`config.mk`:
```
export PLATFORM = sky130hd
export DESIGN_NAME = sm3_hash_engine_core
export DESIGN_NICKNAME = d
export VERILOG_FILES = /design/src/hdl/sm3_pkg.sv /design/src/hdl/sm3_hash_engine_core.sv /design/src/hdl/sm3_compress.sv
export SDC_FILE = /design/constraint.sdc
export NUM_CORES = 2
export LEC_CHECK = 0
export BUFFER_PORTS_ARGS = -buffer_cell sky130_fd_sc_hd__buf_2
export CORE_MARGIN = 3
export CORE_UTILIZATION = 45
export CTS_BUF_LIST = sky130_fd_sc_hd__clkbuf_4 sky130_fd_sc_hd__clkbuf_8
export DETAILED_ROUTE_END_ITERATION = 10
export GPL_TIMING_DRIVEN = 0
export PLACE_DENSITY = 0.58
export RECOVER_POWER = 50
export SLEW_MARGIN = 20
export SYNTH_ARGS = -nofsm -noshare
export SYNTH_HDL_FRONTEND = slang
export SYNTH_HIERARCHICAL = 1
export SYNTH_SLANG_ARGS = --single-unit
```
`constraint.sdc`:
```
create_clock -name i_clk -period 20.4 [get_ports i_clk]
set_input_delay 4.08 -clock i_clk [delete_from_list [all_inputs] [get_ports i_clk]]
set_output_delay 4.08 -clock i_clk [all_outputs]
set_load 0.02 [all_outputs]
```
`src/hdl/sm3_pkg.sv`:
```
`timescale 1ns / 1ps
// ----------------------------------------------------------------------------
// sm3 package
// shared constants, types and round functions of the sm3 hash engine
// ----------------------------------------------------------------------------
package sm3_pkg;

    localparam logic [31:0] T_LOW  = 32'h79CC4519;
    localparam logic [31:0] T_HIGH = 32'h7A879D8A;
    localparam logic [7:0]  PAD_BYTE = 8'h80;

    localparam logic [255:0] SM3_IV = {
        32'hB0FB0E4E, 32'hE38DEE4D, 32'h163138AA, 32'hA96F30BC,
        32'hDA8A0600, 32'h172442D7, 32'h4914B2B9, 32'h7380166F
    };

    typedef enum logic [2:0] {
        ST_IDLE,
        ST_PAD,
        ST_COMP,
        ST_OUT
    } t_state;

    // control from the sequencer to the compression unit
    typedef struct packed {
        logic start;
        logic init;
    } t_comp_ctrl;

    function automatic logic [31:0] rotl(input logic [31:0] x, input logic [4:0] n);
        logic [63:0] d;
        d = {x, x} << n;
        return d[63:32];
    endfunction

    function automatic logic [31:0] perm0(input logic [31:0] x);
        return x ^ rotl(x, 5'd9) ^ rotl(x, 5'd17);
    endfunction

    function automatic logic [31:0] perm1(input logic [31:0] x);
        return x ^ rotl(x, 5'd15) ^ rotl(x, 5'd23);
    endfunction

endpackage

```
`src/hdl/sm3_hash_engine_core.sv`:
```
`timescale 1ns / 1ps
// ----------------------------------------------------------------------------
// sm3 hash engine core
// streaming sm3 hash: packs message words into blocks, pads, emits digest
// ----------------------------------------------------------------------------
// Input words arrive on the s_axis channel, big-endian, tuser carrying the
// byte count and tlast marking the final word of a message. A non-final word
// is written into the block buffer; the sixteenth word of a block starts the
// compression unit, which runs 64 rounds, one per cycle, and the block holds
// tready low meanwhile. A final word pads one word per cycle, runs one or two
// compressions, then presents the eight digest words on m_axis, index in
// tuser, tlast on the eighth. The sustained word rate is set by the single
// round unit. A stalled receiver holds the digest word steady, as the index
// does not advance, and the block takes no input until all eight words
// are taken. Reset loads the initial value and clears fill and length; the
// block is then ready for a new message.
// ----------------------------------------------------------------------------
module sm3_hash_engine_core import sm3_pkg::*; (
    input  logic        i_clk,
    input  logic        i_rst_n,
    input  logic        s_axis_tvalid,
    output logic        s_axis_tready,
    input  logic [31:0] s_axis_tdata,   // message_word
    input  logic [2:0]  s_axis_tuser,   // valid_bytes
    input  logic        s_axis_tlast,   // final_word
    output logic        m_axis_tvalid,
    input  logic        m_axis_tready,
    output logic [31:0] m_axis_tdata,   // digest_word
    output logic [2:0]  m_axis_tuser,   // word_index
    output logic        m_axis_tlast    // last_digest_word
);

    t_state       r_state, n_state;
    logic [31:0]  r_blk [16];
    logic [3:0]   r_fill;
    logic [63:0]  r_len;
    logic         r_fin;        // padding finished, last compression pending
    logic [2:0]   r_oidx;
    logic         r_start;

    // pending pad: a final word was taken; cleared when the last compression ends
    logic         r_pad_pending;
    logic         r_pad_full;   // pad byte not yet written
    // length words go in only in the block whose pad byte is already placed
    logic         r_len_ok;

    logic         comp_busy, comp_done;
    logic [255:0] cv;
    logic [511:0] blk_flat;
    t_comp_ctrl   ctrl;

    logic         acc, out_acc;
    logic [2:0]   nb;
    logic [63:0]  len_new;
    logic [31:0]  pad_w, keep;
    logic [31:0]  wr_data;
    logic         wr_en;
    logic [31:0]  pad_data;
    logic         comp_final;

    assign acc     = s_axis_tvalid && s_axis_tready;
    assign out_acc = m_axis_tvalid && m_axis_tready;

    // byte count, first pad word of a final item and the updated message length
    always_comb begin
        nb = (s_axis_tuser > 3'd4) ? 3'd4 : s_axis_tuser;
        unique case (nb)
            3'd1:    keep = 32'hFF000000;
            3'd2:    keep = 32'hFFFF0000;
            3'd3:    keep = 32'hFFFFFF00;
            default: keep = 32'h00000000;
        endcase
        pad_w = (s_axis_tdata & keep) | ({24'd0, PAD_BYTE} << (6'd24 - {nb[1:0], 3'd0}));
        len_new = r_len + (s_axis_tlast ? {58'd0, nb, 3'd0} : 64'd32);
    end

    // next state
    always_comb begin
        n_state = r_state;
        wr_en   = 1'b0;
        wr_data = 32'd0;
        unique case (r_state)
            ST_IDLE: begin
                if (acc) begin
                    wr_en = 1'b1;
                    if (!s_axis_tlast) begin
                        wr_data = s_axis_tdata;
                        if (r_fill == 4'd15) n_state = ST_COMP;
                    end else begin
                        wr_data = (nb == 3'd4) ? s_axis_tdata : pad_w;
                        // a full final word still owes the pad byte
                        n_state = (r_fill == 4'd15) ? ST_COMP : ST_PAD;
                    end
                end
            end
            ST_PAD: begin
                wr_en = 1'b1;
                if (r_fill == 4'd14) wr_data = r_len[63:32];
                else if (r_fill == 4'd15) wr_data = r_len[31:0];
                else wr_data = 32'd0;
                if (r_fill == 4'd15) n_state = ST_COMP;
            end
            ST_COMP: begin
                if (comp_done) begin
                    if (r_fin) n_state = ST_OUT;
                    else if (r_pad_pending) n_state = ST_PAD;
                    else n_state = ST_IDLE;
                end
            end
            ST_OUT: begin
                if (out_acc && r_oidx == 3'd7) n_state = ST_IDLE;
            end
            default: n_state = ST_IDLE;
        endcase
    end

    always_ff @(posedge i_clk) begin
        if (!i_rst_n) begin
            r_state       <= ST_IDLE;
            r_fill        <= '0;
            r_len         <= '0;
            r_fin         <= 1'b0;
            r_oidx        <= '0;
            r_start       <= 1'b0;
            r_pad_pending <= 1'b0;
            r_pad_full    <= 1'b0;
        end else begin
            r_state <= n_state;
            r_start <= (n_state == ST_COMP) && (r_state != ST_COMP);
            if (acc) begin
                r_len <= len_new;
                r_pad_pending <= s_axis_tlast;
                r_pad_full    <= s_axis_tlast && (nb == 3'd4);
            end
            if (wr_en) r_fill <= r_fill + 4'd1;
            // first pad-state word after a full final word is the pad byte
            if (r_state == ST_PAD && r_pad_full) r_pad_full <= 1'b0;
            if (comp_final) r_fin <= 1'b1;
            // last compression done: no pad block is pending any more
            if (r_state == ST_COMP && comp_done && r_fin) r_pad_pending <= 1'b0;
            if (r_state == ST_OUT && out_acc) begin
                r_oidx <= r_oidx + 3'd1;
                if (r_oidx == 3'd7) begin
                    r_fin   <= 1'b0;
                    r_len   <= '0;
                    r_fill  <= '0;
                end
            end
        end
    end

    // padding may need a second block: fill reaching 14 only ends in length
    always_comb begin
        if (r_pad_full) pad_data = {PAD_BYTE, 24'd0};
        else if (r_fill == 4'd14 && r_len_ok) pad_data = r_len[63:32];
        else if (r_fill == 4'd15 && r_len_ok) pad_data = r_len[31:0];
        else pad_data = 32'd0;
    end

    always_ff @(posedge i_clk) begin
        if (!i_rst_n) begin
            r_len_ok <= 1'b0;
        end else if (acc) begin
            r_len_ok <= !(s_axis_tlast && (nb == 3'd4) && r_fill == 4'd15)
                        && !(s_axis_tlast && r_fill >= 4'd14 && nb != 3'd4)
                        && !(s_axis_tlast && nb == 3'd4 && r_fill >= 4'd13);
        end else if (r_state == ST_COMP && comp_done) begin
            r_len_ok <= 1'b1;
        end
    end

    // block buffer
    always_ff @(posedge i_clk) begin
        if (r_state == ST_PAD) begin
            r_blk[r_fill] <= pad_data;
        end else if (wr_en) begin
            r_blk[r_fill] <= wr_data;
        end
    end

    assign comp_final = (r_state == ST_PAD) && (r_fill == 4'd15) && r_len_ok;

    always_comb begin
        for (int k = 0; k < 16; k++) blk_flat[32*k +: 32] = r_blk[k];
        ctrl.start = r_start;
        ctrl.init  = (r_state == ST_OUT) && out_acc && (r_oidx == 3'd7);
    end

    sm3_compress u_comp (
        .i_clk   (i_clk),
        .i_rst_n (i_rst_n),
        .i_ctrl  (ctrl),
        .i_block (blk_flat),
        .o_busy  (comp_busy),
        .o_done  (comp_done),
        .o_cv    (cv)
    );

    assign s_axis_tready = (r_state == ST_IDLE);
    assign m_axis_tvalid = (r_state == ST_OUT);
    assign m_axis_tdata  = cv[32*r_oidx +: 32];
    assign m_axis_tuser  = r_oidx;
    assign m_axis_tlast  = (r_oidx == 3'd7);

    // compression never runs while words are read out or taken in
    assert property (@(posedge i_clk) disable iff (!i_rst_n)
        comp_busy |-> (r_state == ST_COMP))
        else $error("compression running outside compress state");
    // fill is back at zero whenever a compression finishes
    assert property (@(posedge i_clk) disable iff (!i_rst_n)
        comp_done |-> (r_fill == 4'd0))
        else $error("block fill not wrapped at compression end");
    // the digest word index holds while the receiver stalls
    assert property (@(posedge i_clk) disable iff (!i_rst_n)
        (m_axis_tvalid && !m_axis_tready) |=> $stable(r_oidx))
        else $error("digest index moved under stall");
    // a final item marks the last compression once padding completes
    assert property (@(posedge i_clk) disable iff (!i_rst_n)
        comp_final |=> r_fin)
        else $error("final compression not flagged");

endmodule

```
`src/hdl/sm3_compress.sv`:
```
`timescale 1ns / 1ps
// ----------------------------------------------------------------------------
// sm3 compression unit
// one round per cycle over a 16-word expansion window, 64 rounds per block
// ----------------------------------------------------------------------------
module sm3_compress import sm3_pkg::*; (
    input  logic         i_clk,
    input  logic         i_rst_n,
    input  t_comp_ctrl   i_ctrl,
    input  logic [511:0] i_block,   // word 0 in bits 31:0
    output logic         o_busy,
    output logic         o_done,
    output logic [255:0] o_cv       // word 0 in bits 31:0
);

    logic [31:0]  r_w [16];
    logic [31:0]  r_v [8];
    logic [31:0]  r_cv [8];
    logic [5:0]   r_rnd;
    logic         r_busy;
    logic         r_done;

    logic [31:0] w0, w4, wn, tj, a12, ss1, ss2, ff, gg, tt1, tt2;
    logic        lowr;

    // round datapath
    always_comb begin
        lowr = (r_rnd < 6'd16);
        w0   = r_w[0];
        w4   = r_w[4];
        wn   = perm1(r_w[0] ^ r_w[7] ^ rotl(r_w[13], 5'd15)) ^ rotl(r_w[3], 5'd7)
               ^ r_w[10];
        tj   = lowr ? T_LOW : T_HIGH;
        a12  = rotl(r_v[0], 5'd12);
        ss1  = rotl(a12 + r_v[4] + rotl(tj, r_rnd[4:0]), 5'd7);
        ss2  = ss1 ^ a12;
        if (lowr) begin
            ff = r_v[0] ^ r_v[1] ^ r_v[2];
            gg = r_v[4] ^ r_v[5] ^ r_v[6];
        end else begin
            ff = (r_v[0] & r_v[1]) | (r_v[0] & r_v[2]) | (r_v[1] & r_v[2]);
            gg = (r_v[4] & r_v[5]) | (~r_v[4] & r_v[6]);
        end
        tt1 = ff + r_v[3] + ss2 + (w0 ^ w4);
        tt2 = gg + r_v[7] + ss1 + w0;
    end

    // control
    always_ff @(posedge i_clk) begin
        if (!i_rst_n) begin
            r_busy <= 1'b0;
            r_done <= 1'b0;
            r_rnd  <= '0;
        end else begin
            r_done <= 1'b0;
            if (i_ctrl.start) begin
                r_busy <= 1'b1;
                r_rnd  <= '0;
            end else if (r_busy) begin
                r_rnd <= r_rnd + 6'd1;
                if (r_rnd == 6'd63) begin
                    r_busy <= 1'b0;
                    r_done <= 1'b1;
                end
            end
        end
    end

    // chaining value and working registers
    always_ff @(posedge i_clk) begin
        if (!i_rst_n) begin
            for (int k = 0; k < 8; k++) r_cv[k] <= SM3_IV[32*k +: 32];
        end else if (i_ctrl.init) begin
            for (int k = 0; k < 8; k++) r_cv[k] <= SM3_IV[32*k +: 32];
        end else if (r_busy && r_rnd == 6'd63) begin
            r_cv[0] <= r_cv[0] ^ tt1;
            r_cv[1] <= r_cv[1] ^ r_v[0];
            r_cv[2] <= r_cv[2] ^ rotl(r_v[1], 5'd9);
            r_cv[3] <= r_cv[3] ^ r_v[2];
            r_cv[4] <= r_cv[4] ^ perm0(tt2);
            r_cv[5] <= r_cv[5] ^ r_v[4];
            r_cv[6] <= r_cv[6] ^ rotl(r_v[5], 5'd19);
            r_cv[7] <= r_cv[7] ^ r_v[6];
        end
    end

    always_ff @(posedge i_clk) begin
        if (i_ctrl.start) begin
            for (int k = 0; k < 16; k++) r_w[k] <= i_block[32*k +: 32];
            for (int k = 0; k < 8; k++) r_v[k] <= r_cv[k];
        end else if (r_busy) begin
            for (int k = 0; k < 15; k++) r_w[k] <= r_w[k+1];
            r_w[15] <= wn;
            r_v[0] <= tt1;
            r_v[1] <= r_v[0];
            r_v[2] <= rotl(r_v[1], 5'd9);
            r_v[3] <= r_v[2];
            r_v[4] <= perm0(tt2);
            r_v[5] <= r_v[4];
            r_v[6] <= rotl(r_v[5], 5'd19);
            r_v[7] <= r_v[6];
        end
    end

    always_comb begin
        for (int k = 0; k < 8; k++) o_cv[32*k +: 32] = r_cv[k];
    end
    assign o_busy = r_busy;
    assign o_done = r_done;

endmodule
```
==> impl_metrics.toml <==
[run_status]
status = "complete, but fails checks"
violations = "max-capacitance violations, max-slew violations"

[global_route]
antenna_found_initial = 14
grt_pass1_vias = 53100
grt-ovfl-total = 0
grt.total_usage_pct = 31.1
grt_pass1_wl_um = 402000
grt_max_degree = 50

[clock_network]
clockRootBuffer = "clkbuf_8"
cts_tree = "built"
cts_max_level = 5
numCtsBuffers = 301
clk_pin_slew_ps = 60
clk_path_buf_depth = 4
clock-sinks = 1620
postCtsSetupRepairBufs = 0
hold_buffers = 0
worstSkewPairLatency_ps = 1060
cts_resized = 0

[timing]
min_period_ps = 15010
slew_headroom_pct = -103
finalCritPeriodShare_pct = 73.6
worst_slew_pin_slew_ps = 3050
fin_tns_setup_ps = 0
rsz0062_at_grt = "false"
slew_viol_final = 839
whs_ps = 465
max_freq_mhz = 66.6
hold_violations = 0
finalSetupViolations = 0
clock_skew_ps = 84.6

[finish]
final_util_pct = 51.1
fin_nets = 7424
drive_gt1_share_pct = 13.5
fillers = 15600
area_growth_pct = 12.6
multi_input_area_sq_um = 30800
regArea_sq_um = 47500

[synthesis]
async_flop_share_pct = 0
synth_simple_gate_area_share_pct = 11.7
ys.flop_type = "edfxtp_1"
synth_compound_area_share_pct = 5.46
synth_common_cells = "1628 x nand2_1, 1504 x edfxtp_1, 563 x xnor2_1"
synthCells = 6643
synth_most_common_cell = "nand2_1"
synthAdderAreaFrac_pct = 6.42
yosys-top-cells-area = "edfxtp_1 56%, nand2_1 7.6%, xnor2_1 6.1%"
seq_area_frac_synth_pct = 59.2
yosysUniqueCellTypes = 90
yosysTopAreaCellShare_pct = 56.3
synth_top_area_cell = "edfxtp_1"
synth_edf_count = 1504
synth_nets = 6980
yosys_warnings = 6
synth_top_family_by_area = "simple AND/OR/NAND/NOR gates"
synth_seq_cells = 1620
synthMuxAreaShare_pct = 6.83
yosys.area_share.xor_xnor_pct = 7.63
syn_avg_cell_area_sq_um = 12.1
netlist_area_sq_um = 80300

[detailed_routing]
wire_per_inst_um = 30.1
post_drt_via_cell_ratio = 5.75
drtIter0Drc = 6202
drt-total-wl_um = 290000
drc = 0
vias = 55300
ant_nets = 0
drt_first_pass_iters = 8

[floorplanning]
io_pins = 78
core_sq_um = 177000
num_rows = 154
die_area_sq_um = 183000
initial_core_util_pct = 45.4
die_x_um = 428
die_h_um = 428

[pwr]
ir_drop_mv = 0.0652
power_switching_mw = 1.46
p_int_mw = 5.26
combPwrFrac_pct = 1.5
total_power_mw = 6.71
seq_power_share_pct = 54.0
p_leak_nw = 32.5
p_clk_share_pct = 44.5
p_sw_share_pct = 21.7
powerDensity_nw_per_um2 = 74.3

[setup_path]
critPathMaxFanout = 13
critPathKind = "flop to flop"
end_kind = "flop"
crit_path_max_incr_delay_ps = 780
crit_path_top_delay_cell = "a2111oi_0"
crit_required_ps = 21320
startpoint_type = "flop"
cp.arrival_ps = 15920

[place]
dp_hpwl_um = 217000
port_buffers = 77
gp_congestion = 0.994

[job]
cap_violations = 23

[worst_hold_path]
hp-class = "flop to flop"
## logic make-up (layout without fill, tap and decap cells)
| group | after synthesis | after routing |
|---|---|---|
| AOI/OAI and AO/OA | 736 | 736 |
| xor gates and xnor gates | 691 | 691 |
| adders and majority gates | 299 | 299 |
| buffers and inverters | 595 | 1230 |
| DFF | 1620 | 1620 |
| muxes | 433 | 433 |
| other | 1 | 11 |
| and+or+nand+nor | 2268 | 2268 |
## per-stage QoR
step,instance area (sq um),instances,worst slack [ps]
after global placement,83600,9060,2010
after detailed placement,85300,9124,5750
final,90400,9628,5390
after floorplan,80300,6643,9250
after global routing,90400,9623,5130
after CTS,90800,9618,5640
## state kept, by name, summed over array words and instances (netlist names)
| signal | flops |
|---|---|
| r_pad_pending | 1 |
| m_axis_tuser | 3 |
| r_fill | 4 |
| r_len_ok | 1 |
| u_comp/o_done | 1 |
| r_pad_full | 1 |
| r_start | 1 |
| u_comp/r_w | 512 |
| r_state | 3 |
| r_blk | 512 |
| r_fin | 1 |
| u_comp/o_busy | 1 |
| u_comp/r_cv | 256 |
| u_comp/r_rnd | 6 |
| u_comp/r_v | 256 |
| r_len | 61 |
## layer usage
| layer | vias to the layer above | global-route usage [%] | wire length, um |
|---|---|---|---|
| met2 | 2800 | 49.4 | 134000 |
| met5 | - | 0 | 51 |
| met3 | 643 | 6.78 | 26600 |
| met4 | 8 | 16.3 | 17600 |
| met1 | 27900 | 40.1 | 112000 |
| li1 | 24000 | - | - |
## worst max-delay path: cells and delay by family (launching register included)
family | cells | cell delay (ps)
flip-flops | 1 | 290
adder cells (fa/ha/maj) | 8 | 2980
buffers and inverters | 9 | 3270
XOR/XNOR | 3 | 1170
AND/OR/NAND/NOR | 4 | 1200
AO/OA/AOI/OAI | 18 | 5140
multiplexers | 1 | 730
## worst paths after layout
kind                            cells past startpoint                  to             from  slack, ps
worst min-delay path                                1          r_pad_full       r_pad_full        470
worst max-delay path                               43  u_comp/r_cv[0][31]  u_comp/r_rnd[4]       5390
worst min register to register                      1          r_pad_full       r_pad_full        470
worst max register to register                     43  u_comp/r_cv[0][31]  u_comp/r_rnd[4]       5390
## layout by cell type, fill, tap and decap left out, types with 23 or more instances in the layout
cell type / count
nand3_1: 57
mux2i_1: 92
a21oi_1: 162
clkinv_1: 62
ha_1: 108
and3_1: 24
mux4_2: 64
a31o_2: 23
buf_2: 82
xnor2_1: 563
a22oi_1: 31
dfxtp_1: 116
clkbuf_1: 256
clkbuf_8: 315
or3_1: 51
xor2_1: 122
inv_1: 321
mux2_2: 258
edfxtp_1: 1504
clkbuf_4: 88
nor2b_1: 25
nor3_1: 36
nand4_1: 41
o21ai_0: 305
a21o_1: 52
nor2_1: 290
nand2_1: 1625
fa_1: 189
## cell type report
| cell class | instances | area share (%) |
|---|---|---|
| antenna | 10 | 0.0277 |
| buffer | 271 | 1.16 |
| clock buffer | 403 | 5.53 |
| clock inverter | 91 | 0.525 |
| inverter | 324 | 1.35 |
| multi-input combinational | 4428 | 34.1 |
| sequential | 1620 | 52.5 |
| tap | 2340 | 3.24 |
| timing repair buffer | 141 | 1.50 |
## power by group through the flow
stage | sequential [mW] | clock (mW) | combinational [mW]
2_1_floorplan | 3.69 | 0 | 0.0429
3_3_place_gp | 3.70 | 0 | 0.0836
3_5_place_dp | 3.70 | 0 | 0.104
4_1_cts | 3.63 | 3.03 | 0.104
5_1_grt | 3.63 | 3.18 | 0.109
6_report | 3.63 | 2.98 | 0.103
No activity file was read; power rests on OpenSTA's default activity.
